### config.mk
export PLATFORM = sky130hd
export DESIGN_NAME = p2br_blend
export DESIGN_NICKNAME = d
export VERILOG_FILES = /design/src/rtl/core/p2br_pkg.sv /design/src/rtl/core/p2br_blend.sv
export SDC_FILE = /design/constraint.sdc
export NUM_CORES = 2
export LEC_CHECK = 0
export ABC_AREA = 1
export BUFFER_PORTS_ARGS = -buffer_cell sky130_fd_sc_hd__buf_2
export CAP_MARGIN = 20
export CORE_ASPECT_RATIO = 1.5
export CORE_MARGIN = 2
export CORE_UTILIZATION = 30
export CTS_BUF_LIST = sky130_fd_sc_hd__clkbuf_8
export DETAILED_ROUTE_END_ITERATION = 16
export PLACE_DENSITY = 0.41
export SETUP_SLACK_MARGIN = 0.15
export SYNTH_ARGS = -nofsm -noshare
export SYNTH_HDL_FRONTEND = slang
export SYNTH_SLANG_ARGS = --single-unit
### constraint.sdc
create_clock -name clock -period 20.4 [get_ports clock]
set_input_delay 6.12 -clock clock [delete_from_list [all_inputs] [get_ports clock]]
set_output_delay 6.12 -clock clock [all_outputs]
set_load 0.05 [all_outputs]
### src/rtl/core/p2br_pkg.sv
// Shared constants, payload types and helper functions of the bilinear resampler.
package p2br_pkg;

   // Source memory geometry
   localparam int MAX_WIDTH  = 256;
   localparam int MAX_HEIGHT = 256;
   localparam int XW         = $clog2(MAX_WIDTH);
   localparam int YW         = $clog2(MAX_HEIGHT);
   localparam int ADDR_W     = XW + YW;
   localparam int DEPTH      = MAX_WIDTH * MAX_HEIGHT;

   // Field widths
   localparam int POS_W   = 8;
   localparam int DIM_W   = 9;
   localparam int CHAN_W  = 16;
   localparam int OUT_W   = 8;
   localparam int NCHAN   = 4;
   localparam int PIX_W   = NCHAN * CHAN_W;

   // Derived arithmetic widths
   localparam int LOG_W   = $clog2(XW + 1);
   localparam int SHIFT_W = $clog2(XW + YW + 1);
   localparam int TX_W    = POS_W + DIM_W;
   localparam int GX_W    = XW + 1;
   localparam int GY_W    = YW + 1;
   localparam int WT_W    = XW + YW + 1;
   localparam int ACC_W   = CHAN_W + XW + YW;
   localparam int MUL_W   = CHAN_W + WT_W;

   // Four neighbours per blend
   localparam int TAPS  = 4;
   localparam int TAP_W = $clog2(TAPS);

   localparam int ASPECT_SHIFT = 3;
   localparam int DIV_SHIFT    = 8;
   localparam logic [OUT_W-1:0] CHAN_MAX = 8'd255;

   // Item actions
   localparam logic ACT_LOAD    = 1'b0;
   localparam logic ACT_REQUEST = 1'b1;

   // Register indexes
   localparam int CSR_IDX_W = 2;
   localparam logic [CSR_IDX_W-1:0] CSR_SOURCE_WIDTH  = 2'd0;
   localparam logic [CSR_IDX_W-1:0] CSR_SOURCE_HEIGHT = 2'd1;
   localparam logic [CSR_IDX_W-1:0] CSR_INVERT_ALPHA  = 2'd2;

   typedef struct packed {
      logic              action;
      logic [POS_W-1:0]  pos_x;
      logic [POS_W-1:0]  pos_y;
      logic [CHAN_W-1:0] in_red;
      logic [CHAN_W-1:0] in_green;
      logic [CHAN_W-1:0] in_blue;
      logic [CHAN_W-1:0] in_alpha;
   } req_type;

   typedef struct packed {
      logic [OUT_W-1:0] out_red;
      logic [OUT_W-1:0] out_green;
      logic [OUT_W-1:0] out_blue;
      logic [OUT_W-1:0] out_alpha;
      logic             has_cutout_alpha;
      logic             has_partial_alpha;
      logic             is_last_pixel;
      logic             coord_error;
   } rsp_type;

   typedef logic [TAPS-1:0][WT_W-1:0]   weight_vec_type;
   typedef logic [TAPS-1:0][ADDR_W-1:0] addr_vec_type;

   typedef struct packed {
      logic               coord_error;
      logic               is_last;
      logic [SHIFT_W-1:0] shift;
      addr_vec_type       addr;
      weight_vec_type     weight;
   } geom_type;

   typedef struct packed {
      logic               clear;
      logic               rd_valid;
      logic [TAP_W-1:0]   rd_tap;
      logic [SHIFT_W-1:0] shift;
   } blend_ctl_type;

   typedef struct packed {
      logic [OUT_W-1:0] red;
      logic [OUT_W-1:0] green;
      logic [OUT_W-1:0] blue;
      logic [OUT_W-1:0] alpha;
   } pix_type;

   typedef enum logic [2:0] {
      ST_IDLE,
      ST_GEOM,
      ST_WEIGHT,
      ST_READ,
      ST_FINISH
   } state_type;

   function automatic logic [DIM_W-1:0] clamp_dim(input logic [DIM_W-1:0] v,
                                                  input logic [DIM_W-1:0] maxv);
      logic [DIM_W-1:0] r;
      if (v == '0) begin
         r = DIM_W'(1);
      end else if (v > maxv) begin
         r = maxv;
      end else begin
         r = v;
      end
      return r;
   endfunction

   function automatic logic [LOG_W-1:0] floor_log2(input logic [DIM_W-1:0] v);
      logic [LOG_W-1:0] k;
      k = '0;
      for (int i = 1; i < DIM_W; i++) begin
         if (v[i]) k = LOG_W'(i);
      end
      return k;
   endfunction

endpackage

### src/rtl/core/p2br_blend.sv
// Multiply-accumulate of the four neighbours and scaling to 8-bit channels.
module p2br_blend (
   input  logic                           clock,
   input  logic                           reset,
   input  p2br_pkg::blend_ctl_type        ctl,
   input  logic [p2br_pkg::PIX_W-1:0]     rd_data,
   input  p2br_pkg::weight_vec_type       weight,
   output p2br_pkg::pix_type              pix,
   output logic                           busy
);
   import p2br_pkg::*;

   logic [WT_W-1:0]   weight_sel;
   logic [MUL_W-1:0]  full [NCHAN];
   logic [ACC_W-1:0]  prod_in [NCHAN];
   logic [ACC_W-1:0]  prod_ff [NCHAN];
   logic              prod_vld_ff;
   logic [ACC_W-1:0]  acc_ff [NCHAN];
   logic [CHAN_W-1:0] norm [NCHAN];
   logic [CHAN_W-1:0] quot [NCHAN];
   logic [OUT_W-1:0]  res [NCHAN];

   // One product per channel for the neighbour that arrives this cycle
   always_comb begin
      weight_sel = weight[ctl.rd_tap];
      for (int c = 0; c < NCHAN; c++) begin
         full[c]    = MUL_W'(rd_data[c*CHAN_W +: CHAN_W]) * MUL_W'(weight_sel);
         prod_in[c] = full[c][ACC_W-1:0];
      end
   end

   always_ff @(posedge clock) begin
      if (reset) begin
         prod_vld_ff <= 1'b0;
      end else begin
         prod_vld_ff <= ctl.rd_valid;
      end
   end

   always_ff @(posedge clock) begin
      for (int c = 0; c < NCHAN; c++) begin
         prod_ff[c] <= prod_in[c];
         if (ctl.clear) begin
            acc_ff[c] <= '0;
         end else if (prod_vld_ff) begin
            acc_ff[c] <= acc_ff[c] + prod_ff[c];
         end
      end
   end

   // The weights sum to 2^shift, so the shifted sum fits a channel;
   // the quotient by 257 then follows from one subtract and two shifts.
   always_comb begin
      for (int c = 0; c < NCHAN; c++) begin
         norm[c] = CHAN_W'(acc_ff[c] >> ctl.shift);
         quot[c] = (norm[c] - (norm[c] >> DIV_SHIFT)) >> DIV_SHIFT;
         res[c]  = (quot[c] > CHAN_W'(CHAN_MAX)) ? CHAN_MAX : OUT_W'(quot[c]);
      end
   end

   assign pix.red   = res[0];
   assign pix.green = res[1];
   assign pix.blue  = res[2];
   assign pix.alpha = res[3];
   assign busy      = prod_vld_ff;

endmodule

==> run_results.csv <==
group,metric,value,unit
layout,final_cell_count_no_fill,10100,
timing,min_period_over_period,79.7,%
clocking,clk-insertion-delay-late,0.65,ns
timing,rsz0062_at_grt,"false",
critical_path,worstSetupStartpointType,"primary input",
floorplanning,coreArea,186000,µm²
routing,router_iterations_before_antenna_repair,6,
routing,viasPerCell,4.95,
global_routing,grt_pass1_wl,310000,µm
logic_synthesis,synth-seq-cells,257,
critical_path,worstPathMaxFanout,72,
timing,fin_setup_tns,0,ns
layout,final_nets,9113,
critical_path,worstSetupEndpointType,"output port",
routing,first_iter_violations,3071,
logic_synthesis,postSynthNetCount,9147,
global_routing,grt_util_all_layers,21.0,%
critical_path,cp.arrival,10.14,ns
timing,final_period_minus_worst_setup_slack,16.26,ns
routing,drt.antenna.violating_nets,0,
logic_synthesis,synth_enable_flop_cells,128,
logic_synthesis,synthesis.yosys.warnings,0,
routing,totalWireLength,200000,µm
clocking,cts.clk_slew.worst_paths,0.06,ns
place,final_wtd_congestion,0.873,
timing,finalClockSkew,0.0615,ns
timing,achievable-frequency,61.5,MHz
min_path,hold_class,"reg -> reg",
timing,timing_hold_violations_final,0,
clocking,cts.hold.buffers_added,0,
logic_synthesis,postSynth.asyncResetShare,0,%
routing,vias,49900,
routing,drcViolationCount,0,
routing,avgRoutedWirePerCell,19.9,µm
clocking,postCtsResizedCells,0,
job,maxCapViolations,0,
clocking,cts_setup_buffers,0,
floorplanning,boundaryPins,176,
global_routing,overflow,0,
place,place_hpwl,159000,µm
timing,max_slew_margin,35.6,%
floorplanning,chipHeight,535,µm
floorplanning,initial_core_util,30.3,%
clocking,cts_inserted_buffers,38,
global_routing,grt_start_max_net_pins,76,
logic_synthesis,syn_area_per_cell,7.40,µm²
logic_synthesis,synthDistinctLibCells,54,
logic_synthesis,synth_cells,7616,
place,buffer_ports.inserted,175,
clocking,clock_tree.htree_level_count,2,
floorplanning,dieArea,192000,µm²
layout,final_layout_size_suffix_gt1_share,4.85,%
clocking,cts_max_path_buffers,3,
logic_synthesis,synth_top_flop_cell,"dfxtp_1",
clocking,clock_sinks,257,
critical_path,critPathKind,"in -> out",
floorplanning,rows,194,
timing,timing_worst_slew_pin_value,0.965,ns
floorplanning,die_w,358,µm
timing,setup_viols_final,0,
logic_synthesis,synth-seq-area-share,11.4,%
place,dp.cells,9992,
global_routing,initial_antenna_violation_count,9,
logic_synthesis,syn-cell-area,56400,µm²
critical_path,critPathRequiredTime,14.28,ns
run_status,run_status,"complete, no violations",
layout,areaGrowthSynthToFinish,6.90,%
clocking,cts_tree,"yes",
global_routing,grt_pass1_vias,51700,
critical_path,reg2reg_slack,17.26,ns
timing,slew_viol_final,0,
clocking,clock-root-buffer,"clkbuf_8",
[path summary, 6_finish.rpt]
| check | end | cells after the start | startpoint |
|---|---|---|---|
| max | pix[11] | 19 | ctl[0] |
| min | acc_ff[1][0] | 3 | prod_ff[1][0] |
| max reg2reg | acc_ff[1][26] | 13 | acc_ff[1][0] |
| min reg2reg | acc_ff[1][0] | 3 | prod_ff[1][0] |
[cell usage in the layout (no fill, tap or decap), types with 129 or more instances in the layout]
cell / n
inv_1: 1276
ha_1: 556
o21ai_0: 231
a21oi_1: 401
buf_2: 172
nand2_1: 1695
nor2_1: 851
dfxtp_1: 129
nand3_1: 560
fa_1: 832
[cell usage after synthesis (all sizes together), types with 2 or more instances]
master / count / area (µm²)
nand2: 1714 / 6460
a31oi: 34 / 213
mux2i: 5 / 50.1
inv: 1289 / 4840
nand4: 59 / 382
o21a: 49 / 368
xnor2: 52 / 455
a21oi: 403 / 2040
o311ai: 4 / 35.0
a21o: 32 / 240
a21boi: 12 / 90.1
xor2: 83 / 727
nor2: 860 / 3270
o22ai: 2 / 12.5
o211ai: 48 / 365
ha: 556 / 6960
nand3: 567 / 2870
o2111ai: 3 / 26.3
and2: 29 / 181
o21ai: 266 / 1370
a211oi: 8 / 60.1
clkbuf: 170 / 638
o31ai: 10 / 75.1
buf: 134 / 707
clkinv: 21 / 80.1
edfxtp: 128 / 3840
o21bai: 32 / 240
or2: 22 / 138
nor4: 10 / 62.6
fa: 832 / 16700
nor3: 29 / 145
o221ai: 11 / 96.3
dfxtp: 129 / 2580
a221oi: 10 / 87.6
[critical path: stages]
cell and delay, ns:
buf_4 0.27, inv_6 0.47, buf_4 0.60, o21ai_0 0.24, nand2_1 0.09, o21ai_0 0.10, o21ai_0 0.35, o211ai_1 0.13
o21ai_0 0.17, inv_1 0.10, ha_1 0.36, nand2_1 0.11, nor2_1 0.05, a211oi_1 0.29, nand3_1 0.12, nor2_1 0.10
nand2_1 0.07, nand2_1 0.06, buf_2 0.25
[layer usage]
| layer | wire length (µm) | vias up | global-route usage [%] |
|---|---|---|---|
| li1 | - | 23900 | - |
| met1 | 89700 | 24800 | 27.8 |
| met2 | 99500 | 1033 | 37.2 |
| met3 | 6710 | 194 | 1.37 |
| met4 | 4350 | 10 | 4.43 |
| met5 | 65 | - | 0 |
[cell families after synthesis]
| group | count (synthesis) | share of synthesized area [%] |
|---|---|---|
| compound gates | 925 | 9.45 |
| xor+xnor | 135 | 2.10 |
| fa+ha+maj | 1388 | 41.9 |
| buf+inv | 1614 | 11.1 |
| flops | 257 | 11.4 |
| mux | 5 | 0.0888 |
| simple gates | 3292 | 24.0 |
[flip-flops by register name (all words and copies together) (netlist names)]
register	flops
acc_ff	128
prod_ff	128
busy	1
[metrics by stage]
step	hold WS (ns)	cell area [µm²]	setup slack [ns]	utilization, %
after global routing	0.692	60300	3.72	32.3
final	0.642	60300	4.14	32.3
after floorplan	0.613	56400	5.21	-
after CTS	0.646	60300	4.13	32.3
after detailed placement	0.629	59500	4.14	31.9
after global placement	0.627	59500	4.13	31.9
[cell type report]
class / count / area, µm²
Fill cell: 20400 / 126000
Multi-Input combinational cell: 5745 / 43700
Sequential cell: 257 / 6430
Inverter: 1310 / 4930
Tap cell: 2450 / 3070
Timing Repair Buffer: 230 / 1300
Clock buffer: 40 / 551
Clock inverter: 30 / 275
Antenna cell: 3 / 7.51
Power is not shown: default switching activity piles up to over one toggle a cycle in this logic, so the estimate is an artifact.
