$ cat config.mk
export PLATFORM = sky130hd
export DESIGN_NAME = p2br_addr
export DESIGN_NICKNAME = d
export VERILOG_FILES = /design/src/rtl/core/p2br_pkg.sv /design/src/rtl/core/p2br_addr.sv
export SDC_FILE = /design/constraint.sdc
export NUM_CORES = 1
export LEC_CHECK = 0
export BUFFER_PORTS_ARGS = -buffer_cell sky130_fd_sc_hd__buf_2
export CAP_MARGIN = 25
export CORE_ASPECT_RATIO = 1.1
export CORE_MARGIN = 1
export CORE_UTILIZATION = 45
export CTS_BUF_LIST = sky130_fd_sc_hd__clkbuf_4
export DETAILED_ROUTE_END_ITERATION = 8
export GPL_TIMING_DRIVEN = 0
export PLACE_DENSITY = 0.66
export SYNTH_ARGS = -nofsm -noshare
export SYNTH_HDL_FRONTEND = slang
export SYNTH_SLANG_ARGS = --single-unit
$ cat constraint.sdc
create_clock -name clock -period 15.6 [get_ports clock]
set_input_delay 2.34 -clock clock [delete_from_list [all_inputs] [get_ports clock]]
set_output_delay 2.34 -clock clock [all_outputs]
set_load 0.05 [all_outputs]
$ cat src/rtl/core/p2br_pkg.sv
// Shared constants, payload types and helper functions of the bilinear resampler.
package p2br_pkg;

   // Source memory geometry
   localparam int MAX_WIDTH  = 256;
   localparam int MAX_HEIGHT = 256;
   localparam int XW         = $clog2(MAX_WIDTH);
   localparam int YW         = $clog2(MAX_HEIGHT);
   localparam int ADDR_W     = XW + YW;
   localparam int DEPTH      = MAX_WIDTH * MAX_HEIGHT;

   // Field widths
   localparam int POS_W   = 8;
   localparam int DIM_W   = 9;
   localparam int CHAN_W  = 16;
   localparam int OUT_W   = 8;
   localparam int NCHAN   = 4;
   localparam int PIX_W   = NCHAN * CHAN_W;

   // Derived arithmetic widths
   localparam int LOG_W   = $clog2(XW + 1);
   localparam int SHIFT_W = $clog2(XW + YW + 1);
   localparam int TX_W    = POS_W + DIM_W;
   localparam int GX_W    = XW + 1;
   localparam int GY_W    = YW + 1;
   localparam int WT_W    = XW + YW + 1;
   localparam int ACC_W   = CHAN_W + XW + YW;
   localparam int MUL_W   = CHAN_W + WT_W;

   // Four neighbours per blend
   localparam int TAPS  = 4;
   localparam int TAP_W = $clog2(TAPS);

   localparam int ASPECT_SHIFT = 3;
   localparam int DIV_SHIFT    = 8;
   localparam logic [OUT_W-1:0] CHAN_MAX = 8'd255;

   // Item actions
   localparam logic ACT_LOAD    = 1'b0;
   localparam logic ACT_REQUEST = 1'b1;

   // Register indexes
   localparam int CSR_IDX_W = 2;
   localparam logic [CSR_IDX_W-1:0] CSR_SOURCE_WIDTH  = 2'd0;
   localparam logic [CSR_IDX_W-1:0] CSR_SOURCE_HEIGHT = 2'd1;
   localparam logic [CSR_IDX_W-1:0] CSR_INVERT_ALPHA  = 2'd2;

   typedef struct packed {
      logic              action;
      logic [POS_W-1:0]  pos_x;
      logic [POS_W-1:0]  pos_y;
      logic [CHAN_W-1:0] in_red;
      logic [CHAN_W-1:0] in_green;
      logic [CHAN_W-1:0] in_blue;
      logic [CHAN_W-1:0] in_alpha;
   } req_type;

   typedef struct packed {
      logic [OUT_W-1:0] out_red;
      logic [OUT_W-1:0] out_green;
      logic [OUT_W-1:0] out_blue;
      logic [OUT_W-1:0] out_alpha;
      logic             has_cutout_alpha;
      logic             has_partial_alpha;
      logic             is_last_pixel;
      logic             coord_error;
   } rsp_type;

   typedef logic [TAPS-1:0][WT_W-1:0]   weight_vec_type;
   typedef logic [TAPS-1:0][ADDR_W-1:0] addr_vec_type;

   typedef struct packed {
      logic               coord_error;
      logic               is_last;
      logic [SHIFT_W-1:0] shift;
      addr_vec_type       addr;
      weight_vec_type     weight;
   } geom_type;

   typedef struct packed {
      logic               clear;
      logic               rd_valid;
      logic [TAP_W-1:0]   rd_tap;
      logic [SHIFT_W-1:0] shift;
   } blend_ctl_type;

   typedef struct packed {
      logic [OUT_W-1:0] red;
      logic [OUT_W-1:0] green;
      logic [OUT_W-1:0] blue;
      logic [OUT_W-1:0] alpha;
   } pix_type;

   typedef enum logic [2:0] {
      ST_IDLE,
      ST_GEOM,
      ST_WEIGHT,
      ST_READ,
      ST_FINISH
   } state_type;

   function automatic logic [DIM_W-1:0] clamp_dim(input logic [DIM_W-1:0] v,
                                                  input logic [DIM_W-1:0] maxv);
      logic [DIM_W-1:0] r;
      if (v == '0) begin
         r = DIM_W'(1);
      end else if (v > maxv) begin
         r = maxv;
      end else begin
         r = v;
      end
      return r;
   endfunction

   function automatic logic [LOG_W-1:0] floor_log2(input logic [DIM_W-1:0] v);
      logic [LOG_W-1:0] k;
      k = '0;
      for (int i = 1; i < DIM_W; i++) begin
         if (v[i]) k = LOG_W'(i);
      end
      return k;
   endfunction

endpackage

$ cat src/rtl/core/p2br_addr.sv
// Two-stage address and weight generator: output size, source position, taps.
module p2br_addr (
   input  logic                       clock,
   input  logic [p2br_pkg::POS_W-1:0] pos_x,
   input  logic [p2br_pkg::POS_W-1:0] pos_y,
   input  logic [p2br_pkg::DIM_W-1:0] source_width,
   input  logic [p2br_pkg::DIM_W-1:0] source_height,
   output p2br_pkg::geom_type         geom
);
   import p2br_pkg::*;

   // Stage one: output size and scaled coordinates
   logic [DIM_W-1:0] sw_in, sh_in, ow_in, oh_in;
   logic [LOG_W-1:0] kx0, ky0, kx_in, ky_in;
   logic [TX_W-1:0]  tx_in, ty_in;
   logic             err_in, last_in;

   logic [DIM_W-1:0] sw_ff, sh_ff, ow_ff, oh_ff;
   logic [LOG_W-1:0] kx_ff, ky_ff;
   logic [TX_W-1:0]  tx_ff, ty_ff;
   logic             err_ff, last_ff;

   // Stage two: neighbours and weights
   logic [XW-1:0]   ix, ix1, fx;
   logic [YW-1:0]   iy, iy1, fy;
   logic [GX_W-1:0] gx;
   logic [GY_W-1:0] gy;
   geom_type        geom_in;
   geom_type        geom_ff;

   always_comb begin
      sw_in = clamp_dim(source_width, DIM_W'(MAX_WIDTH));
      sh_in = clamp_dim(source_height, DIM_W'(MAX_HEIGHT));
      kx0   = floor_log2(sw_in);
      ky0   = floor_log2(sh_in);
      kx_in = kx0;
      ky_in = ky0;
      // Limit the aspect ratio to 8:1, height checked first
      if ((ky0 >= LOG_W'(ASPECT_SHIFT)) && ((ky0 - LOG_W'(ASPECT_SHIFT)) > kx0)) begin
         ky_in = kx0 + LOG_W'(ASPECT_SHIFT);
      end else if ((kx0 >= LOG_W'(ASPECT_SHIFT)) &&
                   ((kx0 - LOG_W'(ASPECT_SHIFT)) > ky0)) begin
         kx_in = ky0 + LOG_W'(ASPECT_SHIFT);
      end
      ow_in   = DIM_W'(1) << kx_in;
      oh_in   = DIM_W'(1) << ky_in;
      tx_in   = TX_W'(pos_x) * TX_W'(sw_in);
      ty_in   = TX_W'(pos_y) * TX_W'(sh_in);
      err_in  = (DIM_W'(pos_x) >= ow_in) || (DIM_W'(pos_y) >= oh_in);
      last_in = (DIM_W'(pos_x) == (ow_in - DIM_W'(1))) &&
                (DIM_W'(pos_y) == (oh_in - DIM_W'(1)));
   end

   always_ff @(posedge clock) begin
      sw_ff   <= sw_in;
      sh_ff   <= sh_in;
      ow_ff   <= ow_in;
      oh_ff   <= oh_in;
      kx_ff   <= kx_in;
      ky_ff   <= ky_in;
      tx_ff   <= tx_in;
      ty_ff   <= ty_in;
      err_ff  <= err_in;
      last_ff <= last_in;
   end

   always_comb begin
      ix = XW'(tx_ff >> kx_ff);
      iy = YW'(ty_ff >> ky_ff);
      fx = XW'(tx_ff & TX_W'(ow_ff - DIM_W'(1)));
      fy = YW'(ty_ff & TX_W'(oh_ff - DIM_W'(1)));
      gx = GX_W'(ow_ff) - GX_W'(fx);
      gy = GY_W'(oh_ff) - GY_W'(fy);
      // Clamp the right and lower neighbours to the last column and row
      if ((GX_W'(ix) + GX_W'(1)) < GX_W'(sw_ff)) begin
         ix1 = ix + XW'(1);
      end else begin
         ix1 = XW'(sw_ff - DIM_W'(1));
      end
      if ((GY_W'(iy) + GY_W'(1)) < GY_W'(sh_ff)) begin
         iy1 = iy + YW'(1);
      end else begin
         iy1 = YW'(sh_ff - DIM_W'(1));
      end
      geom_in.coord_error = err_ff;
      geom_in.is_last     = last_ff;
      geom_in.shift       = SHIFT_W'(kx_ff) + SHIFT_W'(ky_ff);
      geom_in.addr[0]     = {iy, ix};
      geom_in.addr[1]     = {iy, ix1};
      geom_in.addr[2]     = {iy1, ix};
      geom_in.addr[3]     = {iy1, ix1};
      geom_in.weight[0]   = WT_W'(gx) * WT_W'(gy);
      geom_in.weight[1]   = WT_W'(fx) * WT_W'(gy);
      geom_in.weight[2]   = WT_W'(gx) * WT_W'(fy);
      geom_in.weight[3]   = WT_W'(fx) * WT_W'(fy);
   end

   always_ff @(posedge clock) begin
      geom_ff <= geom_in;
   end

   assign geom = geom_ff;

endmodule

==> results.json, run 1 <==
{
  "multi_input_area_um2": 16400,
  "avgSynthCellArea_um2": 8.64,
  "syn-instance-count": 2584,
  "die_x_um": 214,
  "rows": 85,
  "cp_max_fo": 10,
  "post-route-util_pct": 49.6,
  "synth_cell_types": 89,
  "yosysSeqAreaShare_pct": 16.7,
  "hold_viol": 0,
  "layout_min_cycle_time_ns": 8.63,
  "fill_cells": 4815,
  "r2r_setup_slack_ns": 6.97,
  "clock-sinks": 186,
  "rsz0062_at_grt": "false",
  "placed_area_um2": 24000,
  "wl_per_cell_um": 15.5,
  "r2r-start": "oh_ff[2]$_DFF_P_",
  "r2r-end": "geom[16]$_DFF_P_",
  "grt_max_degree": 18,
  "cp_common_cell": "fa_1",
  "arrival_ns": 9.27,
  "async_flop_share_pct": 0,
  "drv_slew": 0,
  "clkTransAtPathRegs_ns": 0.19,
  "status": "finished, final reports clean",
  "cts_setup_buffers": 0,
  "ff2ff_path_depth": 31,
  "synth-seq-cells": 186,
  "core-area_um2": 48900,
  "setup_violations": 0,
  "slowest_stage": "clkinv_1",
  "ys.flop_type": "dfxtp_1",
  "first_global_vias": 18300,
  "max_freq_ghz": 0.116,
  "synth_nets": 3154,
  "drive_gt1_share_pct": 10.9,
  "critPathBufInv": 6,
  "wl_mm": 53.5,
  "initial_core_util_pct": 45.6,
  "port_buffers": 170,
  "yosysWarningCount": 0,
  "worst-path-stages": 31,
  "drv_cap": 0,
  "place_ws_ns": 6.80,
  "tightest_slew_ns": 1.04,
  "min_period_over_period_pct": 55.3,
  "cts_tree": "yes",
  "final_antenna_net_count": 0,
  "routed_via_density": 5.19,
  "dp_hpwl_mm": 45.0,
  "seq_area_um2": 3720,
  "ios": 174,
  "crit_family": "adder cells",
  "cp_data_required_time_ns": 16.24,
  "drc": 0,
  "dieArea_um2": 50500,
  "first_pass_iters": 5,
  "crit_path_end": "geom[16]$_DFF_P_",
  "die-height_um": 236,
  "cts_buffers": 17,
  "skew_ns": 0.0398,
  "postCtsResizedCells": 0,
  "area_growth_pct": 8.73,
  "drt_iter0_drc": 877,
  "num_vias": 17900,
  "setup_tns_ns": 0,
  "cp-end-kind": "register",
  "final_area_um2": 24300,
  "synth_edf_count": 0,
  "gp_congestion": 0.960,
  "syn_area_um2": 22300,
  "cts_root_buf": "clkbuf_4",
  "start_kind": "register",
  "cp-startpoint": "oh_ff[2]$_DFF_P_",
  "hp-class": "register to register",
  "criticalPathCategory": "register to register",
  "clk_path_buf_depth": 2,
  "cpPeakStageDelay_ns": 0.58,
  "finalWorstSetupSlack_ns": 6.97,
  "final_nets": 3346,
  "track_usage_pct": 22.1,
  "hold_buffers": 0,
  "clock_latency_ns": 0.74,
  "htree_levels": 4,
  "slew_headroom_pct": 30.4,
  "grt_pass1_wl_mm": 89.8,
  "antenna_found_initial": 3,
  "grt_overflow": 0
}
==> cell type report <==
class                      count  share of cell area (%)
multi-input combinational   1850                    67.6
sequential                   186                    15.3
inverter                     430                    6.66
timing repair buffer         173                    3.59
tap                          652                    3.36
buffer                       118                    2.39
clock buffer                  19                   0.588
clock inverter                13                   0.454
antenna                        4                  0.0412
==> per-layer routing <==
layer | vias to the layer above | global-route usage [%] | wire length [µm]
met5 | - | 0 | 0
met4 | 0 | 7.58 | 1370
met1 | 8722 | 27.5 | 23000
met2 | 501 | 38.6 | 26400
met3 | 84 | 3.41 | 2760
li1 | 8569 | - | -
==> synthesized netlist by cell type (4+ instances only) <==
| master | instances | area share (%) |
|---|---|---|
| inv_1 | 419 | 7.0 |
| nand2_1 | 293 | 4.9 |
| ha_1 | 280 | 16 |
| fa_1 | 255 | 23 |
| nor2_1 | 222 | 3.7 |
| dfxtp_1 | 186 | 17 |
| xnor2_1 | 97 | 3.8 |
| and2_1 | 92 | 2.6 |
| a21oi_1 | 77 | 1.7 |
| clkbuf_1 | 70 | 1.2 |
| o21ai_0 | 59 | 1.3 |
| nor2b_1 | 47 | 1.3 |
| nor3_1 | 46 | 1.0 |
| xor2_1 | 43 | 1.7 |
| mux2i_1 | 38 | 1.7 |
| nand3_1 | 37 | 0.83 |
| nand2b_1 | 34 | 0.95 |
| buf_4 | 33 | 1.1 |
| a21o_1 | 24 | 0.81 |
| and3_1 | 15 | 0.42 |
| mux2_2 | 15 | 0.76 |
| a211oi_1 | 12 | 0.40 |
| mux4_2 | 12 | 1.2 |
| o21a_1 | 12 | 0.40 |
| buf_2 | 10 | 0.22 |
| nand4_1 | 8 | 0.22 |
| o22ai_1 | 8 | 0.22 |
| o31ai_1 | 8 | 0.27 |
| a31oi_1 | 7 | 0.20 |
| clkinv_1 | 6 | 0.10 |
| nor3b_1 | 6 | 0.20 |
| nor4_1 | 6 | 0.17 |
| o21bai_1 | 6 | 0.20 |
| a21boi_0 | 5 | 0.17 |
| a41o_1 | 5 | 0.22 |
| buf_1 | 5 | 0.084 |
| nand3b_1 | 5 | 0.17 |
| o31a_1 | 5 | 0.20 |
| inv_2 | 4 | 0.067 |
==> state kept, by name, summed over array words and instances, names as in the netlist <==
signal	cells
oh_ff	9
kx_ff	4
geom	106
sw_ff	9
ow_ff	9
err_ff	1
tx_ff	17
sh_ff	9
last_ff	1
ky_ff	4
ty_ff	17
==> per-stage QoR <==
stage | cells | hold slack, ns
6_report | 3445 | 0.352
5_1_grt | 3445 | 0.359
4_1_cts | 3439 | 0.354
3_5_place_dp | 3407 | 0.316
3_3_place_gp | 3406 | 0.318
2_1_floorplan | 2584 | 0.310
==> worst min-delay path by stage <==
stage	from	to	slack [ns]	cells past startpoint
finish	last_ff$_DFF_P_	geom[137]$_DFF_P_	0.35	0
CTS	last_ff$_DFF_P_	geom[137]$_DFF_P_	0.35	0
global route	last_ff$_DFF_P_	geom[137]$_DFF_P_	0.36	0
global placement	last_ff$_DFF_P_	geom[137]$_DFF_P_	0.32	0
detailed placement	last_ff$_DFF_P_	geom[137]$_DFF_P_	0.32	0
floorplan	last_ff$_DFF_P_	geom[137]$_DFF_P_	0.31	0
==> cells in the final DEF (no fill, tap or decap), types with 47 or more instances in the layout <==
cell type	instances
inv_1	419
nand2_1	293
ha_1	280
fa_1	255
nor2_1	222
dfxtp_1	186
buf_2	181
xnor2_1	97
and2_1	92
a21oi_1	77
clkbuf_1	70
o21ai_0	59
nor2b_1	47
==> worst register-to-register path, delay by kind of cell (launching register included) <==
kind / cells / cell delay, ns
DFF: 1 / 0.33
adders and majority gates: 6 / 2.79
buffers and inverters: 6 / 2.06
AOI/OAI and AO/OA: 10 / 1.90
and+or+nand+nor: 7 / 1.28
xor gates and xnor gates: 2 / 0.21
==> logic make-up after synthesis <==
family / Yosys count / share of synthesized area (%)
simple gates: 833 / 17.5
fa+ha+maj: 535 / 38.6
mux: 68 / 3.94
other cells: 1 / 0.0168
compound gates: 273 / 7.99
buf+inv: 548 / 9.83
xor+xnor: 140 / 5.49
flops: 186 / 16.7
Power of run 1 is left out: the tool's default activity adds up to more than one toggle a clock period on the data nets, which glitch-free logic cannot reach.
==> inputs of run 2 (changes only) <==
--- a/config.mk
+++ b/config.mk
@@ -13,7 +13,7 @@
 export CTS_BUF_LIST = sky130_fd_sc_hd__clkbuf_4
 export DETAILED_ROUTE_END_ITERATION = 8
 export GPL_TIMING_DRIVEN = 0
-export PLACE_DENSITY = 0.66
+export PLACE_DENSITY = 0.68
 export SYNTH_ARGS = -nofsm -noshare
 export SYNTH_HDL_FRONTEND = slang
 export SYNTH_SLANG_ARGS = --single-unit
==> constraint.sdc (replaced) <==
create_clock -name clock -period 7.5 [get_ports clock]
set_input_delay 1.125 -clock clock [delete_from_list [all_inputs] [get_ports clock]]
set_output_delay 1.125 -clock clock [all_outputs]
set_load 0.05 [all_outputs]
==> run 2 against run 1 <==
  * Design area rose by 1.4%
  * Non-clock buffer count rose by 8
  * Clock skew rose by 0.0056 ns
  * Hold slack got worse by 0.0016 ns
  * Global-route usage fell by 0.12 points
  * Critical endpoint unchanged
  * Critical path type unchanged
  * Critical path depth fell by 1
  * First-iteration DRC count rose by 20%
  * Register-to-register slack got worse by 6.7 ns
  * Wire length rose by 0.70%
  * Via count rose by 0.18%
  * Maximum frequency rose by 20%
==> results.json, run 2 (same netlist as run 1, synthesis figures left out) <==
{
  "wl_per_cell_um": 15.6,
  "tightest_slew_ns": 0.989,
  "r2r-end": "geom[16]$_DFF_P_",
  "final_nets": 3354,
  "skew_ns": 0.0454,
  "whs_endpoint": "geom[137]$_DFF_P_",
  "min_period_over_period_pct": 95.8,
  "cp-end-kind": "register",
  "wl_mm": 53.9,
  "layout_common_cells": "419 x inv_1, 293 x nand2_1, 280 x ha_1",
  "die-height_um": 236,
  "clkTransAtPathRegs_ns": 0.19,
  "dp_hpwl_mm": 44.7,
  "area_growth_pct": 10.2,
  "die_x_um": 214,
  "track_usage_pct": 21.9,
  "r2r_setup_slack_ns": 0.32,
  "drive_gt1_share_pct": 12.8,
  "slowest_stage": "fa_1",
  "arrival_ns": 7.84,
  "cp_data_required_time_ns": 8.16,
  "grt_pass1_wl_mm": 89.4,
  "clk_path_buf_depth": 2,
  "grt_overflow": 0,
  "holdWs_ns": 0.351,
  "first_pass_iters": 6,
  "rows": 85,
  "drv_cap": 0,
  "drt_iter0_drc": 1056,
  "setup_violations": 0,
  "max_freq_ghz": 0.139,
  "layout_min_cycle_time_ns": 7.18,
  "layout.cells.most_common": "inv_1",
  "drc": 0,
  "core-area_um2": 48900,
  "critPathBufInv": 5,
  "final_cells": 3449,
  "routed_via_density": 5.19,
  "gp_congestion": 0.961,
  "ff2ff_path_depth": 30,
  "cts_root_buf": "clkbuf_4",
  "initial_core_util_pct": 45.6,
  "crit_family": "compound AO/OA/AOI/OAI gates",
  "dieArea_um2": 50500,
  "criticalPathCategory": "register to register",
  "grt_max_degree": 17,
  "worst_hold_path.num_cells": 0,
  "slew_headroom_pct": 33.6,
  "largest_register_ffs": 106,
  "cpPeakStageDelay_ns": 0.51,
  "start_kind": "register",
  "ios": 174,
  "first_global_vias": 18400,
  "clock_latency_ns": 0.76,
  "dp_cells": 3407,
  "htree_levels": 4,
  "status": "finished, final reports clean",
  "cts_buffers": 17,
  "final_antenna_net_count": 0,
  "cp_max_fo": 10,
  "hp-class": "register to register",
  "r2r-start": "ty_ff[0]$_DFF_P_",
  "cp_common_cell": "fa_1",
  "num_vias": 17900,
  "hold_viol": 0,
  "antenna_found_initial": 2,
  "clock-sinks": 186,
  "port_buffers": 170,
  "drv_slew": 0,
  "cts_tree": "yes",
  "min_from": "last_ff$_DFF_P_",
  "hold_buffers": 0
}
==> run 2: cell count changes in the layout (fill, tap and decap cells not counted), sizes merged <==
cell | before | now
buf | 221 | 234
bufinv | 0 | 2
clkbuf | 89 | 82
diode | 4 | 2
clkinvlp | 0 | 3
clkinv | 13 | 11
inv | 430 | 427
==> run 2: repair_timing <==
item                                    in CTS  in global routing
gates cloned                                 0                  0
pin swaps                                    3                  7
resized for setup                           33                 51
endpoints found under the setup margin      17                 12
setup buffers                                4                  6
==> run 2: worst max path at each step <==
| stage | start | to | slack [ns] | cells after the start |
|---|---|---|---|---|
| after CTS | ow_ff[0]$_DFF_P_ | geom[15]$_DFF_P_ | 0.009 | 30 |
| after global routing | oh_ff[0]$_DFF_P_ | geom[33]$_DFF_P_ | -0.06 | 30 |
| final | ty_ff[0]$_DFF_P_ | geom[16]$_DFF_P_ | 0.32 | 30 |
| after detailed placement | oh_ff[1]$_DFF_P_ | geom[16]$_DFF_P_ | -1.34 | 31 |
| after floorplan | oh_ff[1]$_DFF_P_ | geom[16]$_DFF_P_ | 0.52 | 31 |
| after global placement | oh_ff[1]$_DFF_P_ | geom[16]$_DFF_P_ | -1.20 | 31 |
==> run 2: area by class of cell <==
type | count | area [µm²]
fill | 4725 | 24300
sequential | 186 | 3740
multi-input combinational | 1850 | 16600
timing repair buffer | 181 | 933
tap | 652 | 816
clock inverter | 13 | 146
buffer | 118 | 616
clock buffer | 17 | 128
inverter | 430 | 1620
antenna | 2 | 5.00
==> run 2: worst register-to-register path, delay by kind of cell, from the launching register on <==
family / cells / cell delay, ns
buffers and inverters: 5 / 0.91
AO/OA/AOI/OAI: 14 / 2.60
AND/OR/NAND/NOR: 4 / 0.54
flip-flops: 1 / 0.39
adder cells (fa/ha/maj): 6 / 2.56
XOR/XNOR: 1 / 0.14
==> run 2: metal layers <==
layer	wire length (µm)	part of all wire [%]	up-vias	GRT usage [%]
li1	-	-	8610	-
met1	23000	43	8701	27.2
met2	26900	50	505	38.4
met3	2630	4.9	93	3.35
met4	1420	2.6	0	7.97
met5	0	0	-	0
==> run 2: metrics by stage <==
stage / instance area (µm²) / TNS, ns / setup WS, ns / utilization (%)
5_1_grt: 24600 / -0.123 / -0.0620 / 50.3
2_1_floorplan: 22300 / 0 / 0.523 / -
3_3_place_gp: 24000 / -8.48 / -1.20 / 49.0
3_5_place_dp: 24000 / -10.90 / -1.34 / 49.0
4_1_cts: 24400 / 0 / 0.00946 / 49.9
6_report: 24600 / 0 / 0.317 / 50.3
Power of run 2 is left out for the same reason.
==> inputs of run 3 (changes only) <==
--- a/config.mk
+++ b/config.mk
@@ -7,13 +7,15 @@
 export LEC_CHECK = 0
 export BUFFER_PORTS_ARGS = -buffer_cell sky130_fd_sc_hd__buf_2
 export CAP_MARGIN = 25
+export CELL_PAD_IN_SITES_DETAIL_PLACEMENT = 1
+export CELL_PAD_IN_SITES_GLOBAL_PLACEMENT = 1
 export CORE_ASPECT_RATIO = 1.1
 export CORE_MARGIN = 1
-export CORE_UTILIZATION = 45
+export CORE_UTILIZATION = 44
 export CTS_BUF_LIST = sky130_fd_sc_hd__clkbuf_4
 export DETAILED_ROUTE_END_ITERATION = 8
 export GPL_TIMING_DRIVEN = 0
-export PLACE_DENSITY = 0.68
+export PLACE_DENSITY = 0.83
 export SYNTH_ARGS = -nofsm -noshare
 export SYNTH_HDL_FRONTEND = slang
 export SYNTH_SLANG_ARGS = --single-unit
==> constraint.sdc (replaced) <==
create_clock -name clock -period 7.5 [get_ports clock]
set_input_delay 1.125 -clock clock [delete_from_list [all_inputs] [get_ports clock]]
set_output_delay 1.125 -clock clock [all_outputs]
set_load 0.005 [all_outputs]
==> run 3 against run 2 <==
  * Maximum frequency decreased by 1.8%
  * Sequential share of layout area about the same
  * Count of clock-buffer cells in the layout increased by 2
  * Die area increased by 2.3%
  * Global-route usage increased by 3.4 points
==> results.json, run 3 (same netlist as run 1, synthesis figures left out) <==
{
  "status": "finished, final reports clean",
  "area_growth_pct": 10.5,
  "routed_via_density": 5.30,
  "cpPeakStageDelay_ns": 0.56,
  "criticalPathCategory": "register to register",
  "clock_latency_ns": 0.79,
  "slew_headroom_pct": 32.7,
  "min_from": "err_ff$_DFF_P_",
  "final_area_um2": 24700,
  "num_vias": 18400,
  "slowest_stage": "fa_1",
  "core-area_um2": 50000,
  "skew_ns": 0.0286,
  "min_period_over_period_pct": 97.6,
  "cp_data_required_time_ns": 8.22,
  "drv_slew": 0,
  "cp-end-kind": "register",
  "htree_levels": 4,
  "place_ws_ns": -1.31,
  "multi_input_area_um2": 16600,
  "port_buffers": 170,
  "cts_tree": "yes",
  "r2r_setup_slack_ns": 0.18,
  "cp_common_cell": "fa_1",
  "cts_root_buf": "clkbuf_4",
  "finalWorstSetupSlack_ns": 0.182,
  "hold_buffers": 0,
  "placed_area_um2": 24000,
  "critPathBufInv": 5,
  "final_nets": 3360,
  "initial_core_util_pct": 44.6,
  "tightest_slew_ns": 0.998,
  "r2r-start": "oh_ff[0]$_DFF_P_",
  "max_freq_ghz": 0.137,
  "clock-sinks": 186,
  "fill_cells": 6013,
  "layout.cells.most_common": "inv_1",
  "arrival_ns": 8.04,
  "dieArea_um2": 51600,
  "wl_mm": 63.6,
  "cp_max_fo": 11,
  "largest_register_ffs": 106,
  "drt_iter0_drc": 873,
  "whs_endpoint": "geom[138]$_DFF_P_",
  "ios": 174,
  "die_x_um": 217,
  "layout_min_cycle_time_ns": 7.32,
  "drive_gt1_share_pct": 13.1,
  "ff2ff_path_depth": 30,
  "hold_viol": 0,
  "grt_overflow": 0,
  "wl_per_cell_um": 18.3,
  "grt_max_degree": 18,
  "rows": 86,
  "drv_cap": 0,
  "setup_violations": 0,
  "seq_area_um2": 3730,
  "drc": 0,
  "rsz0062_at_grt": "true",
  "antenna_found_initial": 2,
  "r2r-end": "geom[33]$_DFF_P_",
  "cts_buffers": 17,
  "clk_path_buf_depth": 2,
  "die-height_um": 238,
  "clkTransAtPathRegs_ns": 0.17,
  "start_kind": "register",
  "hp-class": "register to register",
  "worst_hold_path.num_cells": 0,
  "layout_common_cells": "419 x inv_1, 293 x nand2_1, 280 x ha_1",
  "grt_pass1_wl_mm": 103,
  "crit_family": "adder cells",
  "dp_hpwl_mm": 52.8,
  "first_pass_iters": 5,
  "final_antenna_net_count": 0,
  "setup_tns_ns": 0,
  "track_usage_pct": 25.3,
  "gp_congestion": 0.939,
  "first_global_vias": 20300
}
==> run 3: final cells by class <==
| cell class | instances | area share (%) |
|---|---|---|
| Timing Repair Buffer | 189 | 4.03 |
| Multi-Input combinational cell | 1850 | 67.4 |
| Inverter | 430 | 6.59 |
| Buffer | 116 | 2.47 |
| Tap cell | 660 | 3.35 |
| Antenna cell | 3 | 0.0305 |
| Clock buffer | 19 | 0.579 |
| Clock inverter | 13 | 0.447 |
| Sequential cell | 186 | 15.1 |
==> run 3: worst max-delay path by stage <==
stage | startpoint | to | slack [ns] | cells past startpoint
after floorplan | oh_ff[1]$_DFF_P_ | geom[16]$_DFF_P_ | 0.52 | 31
after global placement | oh_ff[2]$_DFF_P_ | geom[16]$_DFF_P_ | -1.29 | 30
after detailed placement | oh_ff[2]$_DFF_P_ | geom[16]$_DFF_P_ | -1.31 | 31
after CTS | oh_ff[0]$_DFF_P_ | geom[16]$_DFF_P_ | 0.02 | 29
after global routing | ow_ff[1]$_DFF_P_ | geom[16]$_DFF_P_ | -0.1 | 29
final | oh_ff[0]$_DFF_P_ | geom[33]$_DFF_P_ | 0.18 | 30
==> run 3: timing repair <==
| action | CTS | global route |
|---|---|---|
| hold endpoints to repair | 0 | 0 |
| pin swaps | 6 | 5 |
| endpoints found under the setup margin | 19 | 11 |
| buffers inserted | 6 | 9 |
| gates resized for setup | 47 | 36 |
==> run 3: routing by layer <==
metal / routed length (µm) / track usage, % / up-vias
met4: 2240 / 10.6 / 0
met2: 33500 / 47.3 / 404
li1: - / - / 8596
met1: 25500 / 28.7 / 9238
met3: 2370 / 3.40 / 144
met5: 0 / 0 / -
==> run 3: through the flow <==
| stage | util [%] | instances | hold slack [ns] |
|---|---|---|---|
| 3_5_place_dp | 48.0 | 3417 | 0.319 |
| 5_1_grt | 49.3 | 3464 | 0.363 |
| 2_1_floorplan | - | 2584 | 0.310 |
| 3_3_place_gp | 48.0 | 3414 | 0.318 |
| 4_1_cts | 48.9 | 3454 | 0.357 |
| 6_report | 49.3 | 3466 | 0.354 |
Power of run 3 is left out for the same reason.
